**config.mk**
```make
export PLATFORM = sky130hd
export DESIGN_NAME = array_set_table
export DESIGN_NICKNAME = d
export VERILOG_FILES = /design/src/hdl/ast_pkg.sv /design/src/hdl/ast_ram.sv /design/src/hdl/array_set_table.sv
export VERILOG_INCLUDE_DIRS = /design/src /design/src/hdl
export SDC_FILE = /design/constraint.sdc
export NUM_CORES = 2
export LEC_CHECK = 0
export BUFFER_PORTS_ARGS = -buffer_cell sky130_fd_sc_hd__buf_4
export CORE_MARGIN = 1
export CORE_UTILIZATION = 55
export CTS_BUF_LIST = sky130_fd_sc_hd__clkbuf_8 sky130_fd_sc_hd__clkbuf_16
export DETAILED_ROUTE_END_ITERATION = 8
export GPL_ROUTABILITY_DRIVEN = 0
export PLACE_DENSITY = 0.76
export SYNTH_ARGS = -nofsm -noshare
export SYNTH_HDL_FRONTEND = slang
export SYNTH_SLANG_ARGS = --single-unit
```
**constraint.sdc**
```tcl
create_clock -name clk -period 13.2 [get_ports clk]
set_clock_uncertainty 0.15 [all_clocks]
set_input_delay 0.66 -clock clk [delete_from_list [all_inputs] [get_ports clk]]
set_output_delay 0.66 -clock clk [all_outputs]
set_load 0.02 [all_outputs]
```
**src/hdl/array_set_table_defines.svh**
```systemverilog
// assertion macros shared by the array set table rtl
// no dependencies; clk and rst must be in scope where a macro is used
`ifndef ARRAY_SET_TABLE_DEFINES_SVH
`define ARRAY_SET_TABLE_DEFINES_SVH

`ifndef SYNTH

// consequent must hold in the same cycle as the antecedent
`define AST_ASSERT_HOLD(lbl, ante, cons, msg) \
  lbl: assert property (@(posedge clk) disable iff (rst) (ante) |-> (cons)) \
    else $error(msg);

// consequent must hold in the cycle after the antecedent
`define AST_ASSERT_NEXT(lbl, ante, cons, msg) \
  lbl: assert property (@(posedge clk) disable iff (rst) (ante) |=> (cons)) \
    else $error(msg);

`else

`define AST_ASSERT_HOLD(lbl, ante, cons, msg)
`define AST_ASSERT_NEXT(lbl, ante, cons, msg)

`endif

`endif

```
**src/hdl/ast_pkg.sv**
```systemverilog
// types, sizes and codes for the array set table
// no dependencies; used by array_set_table
`timescale 1ns / 1ps

package ast_pkg;

  localparam int CAPACITY = 64;
  localparam int IDX_W    = $clog2(CAPACITY);
  localparam int CNT_W    = $clog2(CAPACITY + 1);
  localparam int OP_W     = 3;
  localparam int ELEM_W   = 32;
  localparam int COUNT_W  = 7;
  localparam int STATUS_W = 2;

  typedef enum logic [OP_W-1:0] {
    OP_CLEAR  = 3'd0,
    OP_APPEND = 3'd1,
    OP_ADD    = 3'd2,
    OP_REMOVE = 3'd3,
    OP_QUERY  = 3'd4
  } op_t;

  typedef enum logic [STATUS_W-1:0] {
    ST_OK        = 2'd0,
    ST_FULL      = 2'd1,
    ST_NOT_FOUND = 2'd2
  } status_t;

  typedef enum logic [2:0] {
    S_IDLE,
    S_SCAN,
    S_APPLY,
    S_SHIFT,
    S_DONE
  } state_t;

  typedef struct packed {
    logic [OP_W-1:0]          operation;
    logic signed [ELEM_W-1:0] element;
  } item_t;

  typedef struct packed {
    logic                found;
    logic [COUNT_W-1:0]  count;
    logic                is_empty;
    logic [STATUS_W-1:0] status;
  } result_t;

endpackage

```
**src/hdl/ast_ram.sv**
```systemverilog
// generic single write, single read ram with registered read data
// no dependencies
`timescale 1ns / 1ps

module ast_ram #(
  parameter int WIDTH = 32,
  parameter int DEPTH = 64
) (
  input  logic                     clk,
  input  logic                     wr_en,
  input  logic [$clog2(DEPTH)-1:0] wr_addr,
  input  logic [WIDTH-1:0]         wr_data,
  input  logic [$clog2(DEPTH)-1:0] rd_addr,
  output logic [WIDTH-1:0]         rd_data
);

  logic [WIDTH-1:0] mem [DEPTH];

  always_ff @(posedge clk) begin
    if (wr_en) begin
      mem[wr_addr] <= wr_data;
    end
    rd_data <= mem[rd_addr];
  end

endmodule

```
**src/hdl/array_set_table.sv**
```systemverilog
// array set table: small unordered set of 32-bit values kept packed in a ram
// depends on ast_pkg, ast_ram and array_set_table_defines.svh
//
//  channel  direction  handshake             payload
//  item     in         item_valid/item_stall   item_t   (operation, element)
//  result   out        result_valid/result_stall result_t (found, count, is_empty, status)
//
// one item at a time: accept, search the entries (stops at the first match),
// apply, then for a remove hit a shift of the entries above the match down
// by one place, then the result.
// search and shift are bound by the single read port of the entry ram, one entry a cycle.
// rst clears the count and control; ram contents are only read below the count.
// a waiting result does not block the next item; a new result waits in its
// final state while the previous one is still stalled.
`timescale 1ns / 1ps
`include "array_set_table_defines.svh"

module array_set_table
  import ast_pkg::*;
(
  input  logic    clk,
  input  logic    rst,
  input  logic    item_valid,
  output logic    item_stall,
  input  item_t   item,
  output logic    result_valid,
  input  logic    result_stall,
  output result_t result
);

  state_t             state, state_next;
  logic [CNT_W-1:0]   elem_count, elem_count_next;
  logic [OP_W-1:0]    op, op_next;
  logic [ELEM_W-1:0]  elem, elem_next;
  logic [CNT_W-1:0]   rd_idx, rd_idx_next;
  logic               pipe_vld, pipe_vld_next;
  logic [IDX_W-1:0]   pipe_idx, pipe_idx_next;
  logic               hit, hit_next;
  logic [IDX_W-1:0]   pos, pos_next;
  status_t            status, status_next;
  logic               result_valid_next;
  result_t            result_next;

  logic               issue;
  logic               wr_en;
  logic [IDX_W-1:0]   wr_addr;
  logic [ELEM_W-1:0]  wr_data;
  logic [ELEM_W-1:0]  rd_data;

  ast_ram #(
    .WIDTH (ELEM_W),
    .DEPTH (CAPACITY)
  ) u_ram (
    .clk     (clk),
    .wr_en   (wr_en),
    .wr_addr (wr_addr),
    .wr_data (wr_data),
    .rd_addr (rd_idx[IDX_W-1:0]),
    .rd_data (rd_data)
  );

  assign item_stall = (state != S_IDLE);
  assign issue      = ((state == S_SCAN) || (state == S_SHIFT)) && (rd_idx < elem_count);

  always_ff @(posedge clk) begin
    if (rst) begin
      state        <= S_IDLE;
      elem_count   <= '0;
      pipe_vld     <= 1'b0;
      result_valid <= 1'b0;
    end else begin
      state        <= state_next;
      elem_count   <= elem_count_next;
      pipe_vld     <= pipe_vld_next;
      result_valid <= result_valid_next;
    end
    op       <= op_next;
    elem     <= elem_next;
    rd_idx   <= rd_idx_next;
    pipe_idx <= pipe_idx_next;
    hit      <= hit_next;
    pos      <= pos_next;
    status   <= status_next;
    result   <= result_next;
  end

  always_comb begin
    state_next        = state;
    elem_count_next   = elem_count;
    op_next           = op;
    elem_next         = elem;
    rd_idx_next       = issue ? rd_idx + CNT_W'(1) : rd_idx;
    pipe_vld_next     = issue;
    pipe_idx_next     = rd_idx[IDX_W-1:0];
    hit_next          = hit;
    pos_next          = pos;
    status_next       = status;
    result_valid_next = result_valid && result_stall;
    result_next       = result;
    wr_en             = 1'b0;
    wr_addr           = elem_count[IDX_W-1:0];
    wr_data           = elem;

    unique case (state)
      S_IDLE: begin
        if (item_valid) begin
          op_next     = item.operation;
          elem_next   = item.element;
          rd_idx_next = '0;
          hit_next    = 1'b0;
          state_next  = S_SCAN;
        end
      end
      S_SCAN: begin
        // reads are issued ahead of the compare, which uses the registered read data
        if (pipe_vld && (rd_data == elem)) begin
          hit_next   = 1'b1;
          pos_next   = pipe_idx;
          state_next = S_APPLY;
        end else if (!issue && !pipe_vld) begin
          state_next = S_APPLY;
        end
      end
      S_APPLY: begin
        status_next = ST_OK;
        state_next  = S_DONE;
        unique case (op)
          OP_CLEAR: begin
            elem_count_next = '0;
          end
          OP_APPEND, OP_ADD: begin
            if ((op == OP_APPEND) || !hit) begin
              if (elem_count == CNT_W'(CAPACITY)) begin
                status_next = ST_FULL;
              end else begin
                wr_en           = 1'b1;
                elem_count_next = elem_count + CNT_W'(1);
              end
            end
          end
          OP_REMOVE: begin
            if (hit) begin
              rd_idx_next = CNT_W'(pos) + CNT_W'(1);
              state_next  = S_SHIFT;
            end else begin
              status_next = ST_NOT_FOUND;
            end
          end
          default: ;
        endcase
      end
      S_SHIFT: begin
        // entry read at one index lands one place lower
        if (pipe_vld) begin
          wr_en   = 1'b1;
          wr_addr = pipe_idx - IDX_W'(1);
          wr_data = rd_data;
        end
        if (!issue && !pipe_vld) begin
          elem_count_next = elem_count - CNT_W'(1);
          state_next      = S_DONE;
        end
      end
      S_DONE: begin
        if (!result_valid || !result_stall) begin
          result_next.found    = hit;
          result_next.count    = COUNT_W'(elem_count);
          result_next.is_empty = (elem_count == '0);
          result_next.status   = status;
          result_valid_next    = 1'b1;
          state_next           = S_IDLE;
        end
      end
      default: state_next = S_IDLE;
    endcase
  end

  `AST_ASSERT_HOLD(a_count_cap, 1'b1, elem_count <= CNT_W'(CAPACITY), "count beyond capacity")
  `AST_ASSERT_NEXT(a_count_idle, state == S_IDLE, $stable(elem_count), "count moved while idle")
  `AST_ASSERT_HOLD(a_full_count, result_valid && result.status == ST_FULL, result.count == COUNT_W'(CAPACITY), "full status below capacity")
  `AST_ASSERT_HOLD(a_miss_flag, result_valid && result.status == ST_NOT_FOUND, !result.found, "remove miss reports a member")
  `AST_ASSERT_HOLD(a_shift_hit, state == S_SHIFT, hit && (op == OP_REMOVE), "shift without a remove hit")

endmodule
```
==> summary.md <==
| Metric | Value |
|---|---|
| Crit path DAT | 5.74 ns |
| Vias per cell | between 7 and 8 |
| RSZ-0062 raised after global routing | no |
| Final Hold Viols | 0 |
| CTS Buffer Depth | 3 |
| Async SR Flop Fraction | 0 |
| Yosys warning total | 0 |
| Syn Area/Cell | 22.5 um2 |
| Power Density | approximately 190 nW/um2 |
| Pleak | 28.3 nW |
| Violations in the final reports | slew limit |
| Die area | 151,000 um2 |
| Via count of the first global-routing pass | 42.0k |
| Netlist area before placement | slightly above 80,000 um2 |
| Hold Path Class | in -> reg |
| Setup slack of the worst register-to-register path | 7.98 ns |
| TritonCTS buffer count | 200 |
| CP required | 13.73 ns |
| Area growth, synth to finish | 12.7% |
| Detailed-route wire length | 220,000 um |
| Count of nets left with antenna violations after detail routing | 0 |
| Final-report max-slew violation count | 2 |
| Leftover overflow at the end of global routing | 0 |
| Number of flops mapped to enable cells by yosys | 2,103 |
| Total number of placement rows | 141 |
| Iteration-0 DRC Markers | 6,553 |
| Antenna violations before repair | 9 |
| Height of the chip | 388 um |
| Global-route wire length before repair | between 300,000 and 400,000 um |
| Most common library cell in the layout ignoring fill and taps | sky130_fd_sc_hd__edfxtp_1 |
| Dominant combinational cell family by area after synthesis | multiplexers |
| Top library cells by usage in the layout, fill and taps aside | 2,103 x sky130_fd_sc_hd__edfxtp_1, 513 x sky130_fd_sc_hd__mux4_2, 201 x sky130_fd_sc_hd__clkbuf_16 |
| Number of standard cells after synthesis | 3,647 |
| Initial Util | 0.555 |
| Number of vias in the routed layout | 41.9k |
| H-tree depth | 4 |
| Number of I/O port buffers | 51 |
| R2r startpoint | rd_idx[1] |
| Cells on worst reg2reg path | 8 |
| Total clock sinks | between 2k and 2.5k |
| Pin count of the biggest net entering global routing | 121 |
| Power Total | 17.3 mW |
| Register clock-pin slew on the reported worst setup and hold paths | 0.07 ns |
| Predominant post-synthesis flop cell | sky130_fd_sc_hd__edfxtp_1 |
| Width of the die | 388 um |
| Pre-antenna DRT Iters | 8 |
| Final count of negative-setup-slack endpoints | 0 |
| Share of synthesized cell area in full adder, half adder and majority cells | 0.00168 |
| FMAX | 192 MHz |
| Number of max-cap violations | 0 |
| TritonCTS clock tree | built |
| Min cycle time layout | around 5.2 ns |
| WL/cell | 37.0 um |
| Startpoint of the most critical setup path | rd_idx[1] |
| FF+latch count, synth | 2,160 |
| Status | finished with violations |
| Remaining max-slew budget at the tightest pin | -0.0245 |
| Compound-Gate Fraction of Synth Area | 0.0355 |
| Multiplexer fraction of the synthesized cell area | 0.147 |
| Number of DRC violations after detailed routing | 0 |
| Number of unique standard cell types used by synthesis | 59 |
| Startpoint of the worst hold path | item_valid |
| Maximum fanout along the worst path | 120 |
| Category of the worst setup path capture point | flop |
| Post-DP HPWL | 113,000 um |
| Fraction of the yosys area taken by sequential cells | 0.783 |
| Measured slew at the worst slew-check pin | 1.54 ns |
| Setup_tns | 0 ns |
| Share of synthesized cell area in and, or, nand and nor gates | 0.0161 |
| Maximum vdd drop | 0.152 mV |
| Number of ports placed on the die boundary | between 50 and 60 |
| Critical Path Source Type | flop |
| Crit share post-route | 0.395 |
| Net Count, Synth | 3,697 |
| Clock latency reported for the late side of the worst-skew pair | 0.86 ns |
| RR Endpoint | u_ram.rd_data[10] |
| CTS root buf | sky130_fd_sc_hd__clkbuf_16 |
| Worst setup path class | reg -> reg |
| Net count of the finished layout | roughly 3.9k |
| Antenna diode count | 0 |
| Crit path to | u_ram.rd_data[10] |
| Synth Area in XOR/XNOR | 0.00448 |
| Core Footprint | 148,000 um2 |
| Proportion of layout cells with a drive suffix above 1 | 0.275 |
| Aggregate global-route resource usage | 0.294 |
| Setup bufs post-CTS | 0 |
cells by family after synthesis:
group                    after synthesis
adder cells (fa/ha/maj)               11
XOR/XNOR                              42
multiplexers                         563
AND/OR/NAND/NOR                      286
flip-flops                          2160
buffers and inverters                214
AO/OA/AOI/OAI                        371
layer usage:
| layer | GRT usage | up-vias | wire length (um) |
|---|---|---|---|
| met2 | 0.449 | 3360 | 103000 |
| met5 | 0 | - | 62 |
| met1 | 0.387 | 21900 | 75300 |
| met4 | 0.157 | 10 | 13200 |
| li1 | - | 16000 | - |
| met3 | 0.0845 | 607 | 29200 |
cell usage after synthesis (14+ instances only):
cell | instances | share of area
sky130_fd_sc_hd__edfxtp_1 | 2103 | 0.77
sky130_fd_sc_hd__mux4_2 | 513 | 0.14
sky130_fd_sc_hd__a22oi_1 | 129 | 0.012
sky130_fd_sc_hd__clkbuf_1 | 99 | 0.0045
sky130_fd_sc_hd__nor2_1 | 95 | 0.0043
sky130_fd_sc_hd__nand2_1 | 92 | 0.0042
sky130_fd_sc_hd__buf_2 | 69 | 0.0042
sky130_fd_sc_hd__dfxtp_1 | 57 | 0.014
sky130_fd_sc_hd__a22o_1 | 56 | 0.0060
sky130_fd_sc_hd__a221oi_1 | 55 | 0.0059
sky130_fd_sc_hd__mux2_2 | 40 | 0.0055
sky130_fd_sc_hd__xnor2_1 | 35 | 0.0037
sky130_fd_sc_hd__o221ai_1 | 30 | 0.0032
sky130_fd_sc_hd__o22ai_1 | 24 | 0.0018
sky130_fd_sc_hd__buf_1 | 23 | 0.0011
sky130_fd_sc_hd__a21oi_1 | 18 | 0.0011
sky130_fd_sc_hd__inv_1 | 16 | 0.00073
sky130_fd_sc_hd__nand4_1 | 14 | 0.0011
sky130_fd_sc_hd__o21ai_0 | 14 | 0.00085
worst min-delay path by stage:
| stage | to | slack (ns) | depth (start not counted) |
|---|---|---|---|
| floorplan | pipe_idx[3] | 0.20 | 0 |
| global placement | result[0] | 0.25 | 0 |
| detailed placement | result[0] | 0.25 | 0 |
| CTS | hit | 0.10 | 3 |
| global route | rd_idx[5] | 0.13 | 3 |
| finish | hit | 0.15 | 3 |
registers in the layout (all words and copies together) (netlist names), 2 cells and up:
signal	count
u_ram.mem	2048
pos	6
state	3
elem	32
status	2
pipe_idx	6
rd_idx	7
result	11
op	3
elem_count	7
u_ram.rd_data	32
area by class of cell:
| cell class | instances | area (um2) |
|---|---|---|
| Fill cell | 9350 | 55400 |
| Inverter | 16 | 60.1 |
| Clock buffer | 207 | 5110 |
| Timing Repair Buffer | 212 | 1810 |
| Multi-Input combinational cell | 1273 | 17400 |
| Tap cell | 1930 | 2410 |
| Clock inverter | 163 | 1340 |
| Sequential cell | 2160 | 64300 |
timing repair:
item	CTS	global route
hold buffers	38	0
endpoints found under the hold margin	44	0
resized for setup	0	0
power by group:
group | switching (mW) | total (mW) | leakage [nW] | internal [mW]
sequential | 0.213 | 8.34 | 19.4 | 8.13
clock | 2.53 | 5.66 | 3.35 | 3.13
combinational | 1.97 | 3.27 | 5.61 | 1.30
worst max-delay path, cell delays in order, from the launching register on:
cell	delay [ns]
sky130_fd_sc_hd__dfxtp_4	0.73
sky130_fd_sc_hd__buf_4	0.76
sky130_fd_sc_hd__buf_12	0.61
sky130_fd_sc_hd__buf_12	0.65
sky130_fd_sc_hd__mux4_2	0.42
sky130_fd_sc_hd__a22oi_1	0.29
sky130_fd_sc_hd__nand2_1	0.23
sky130_fd_sc_hd__a22oi_1	0.79
sky130_fd_sc_hd__o221ai_1	0.28
through the flow:
step	cells	area, um2	utilization	setup WS (ns)	hold slack [ns]
after floorplan	3647	82100	-	8.38	0.200
after global placement	5550	85600	0.579	8.11	0.255
after detailed placement	5553	85600	0.579	8.25	0.255
after CTS	5961	92500	0.625	8.22	0.104
after global routing	5961	92500	0.625	7.97	0.130
final	5961	92500	0.625	7.98	0.145
(Power assumes the default switching activity.)
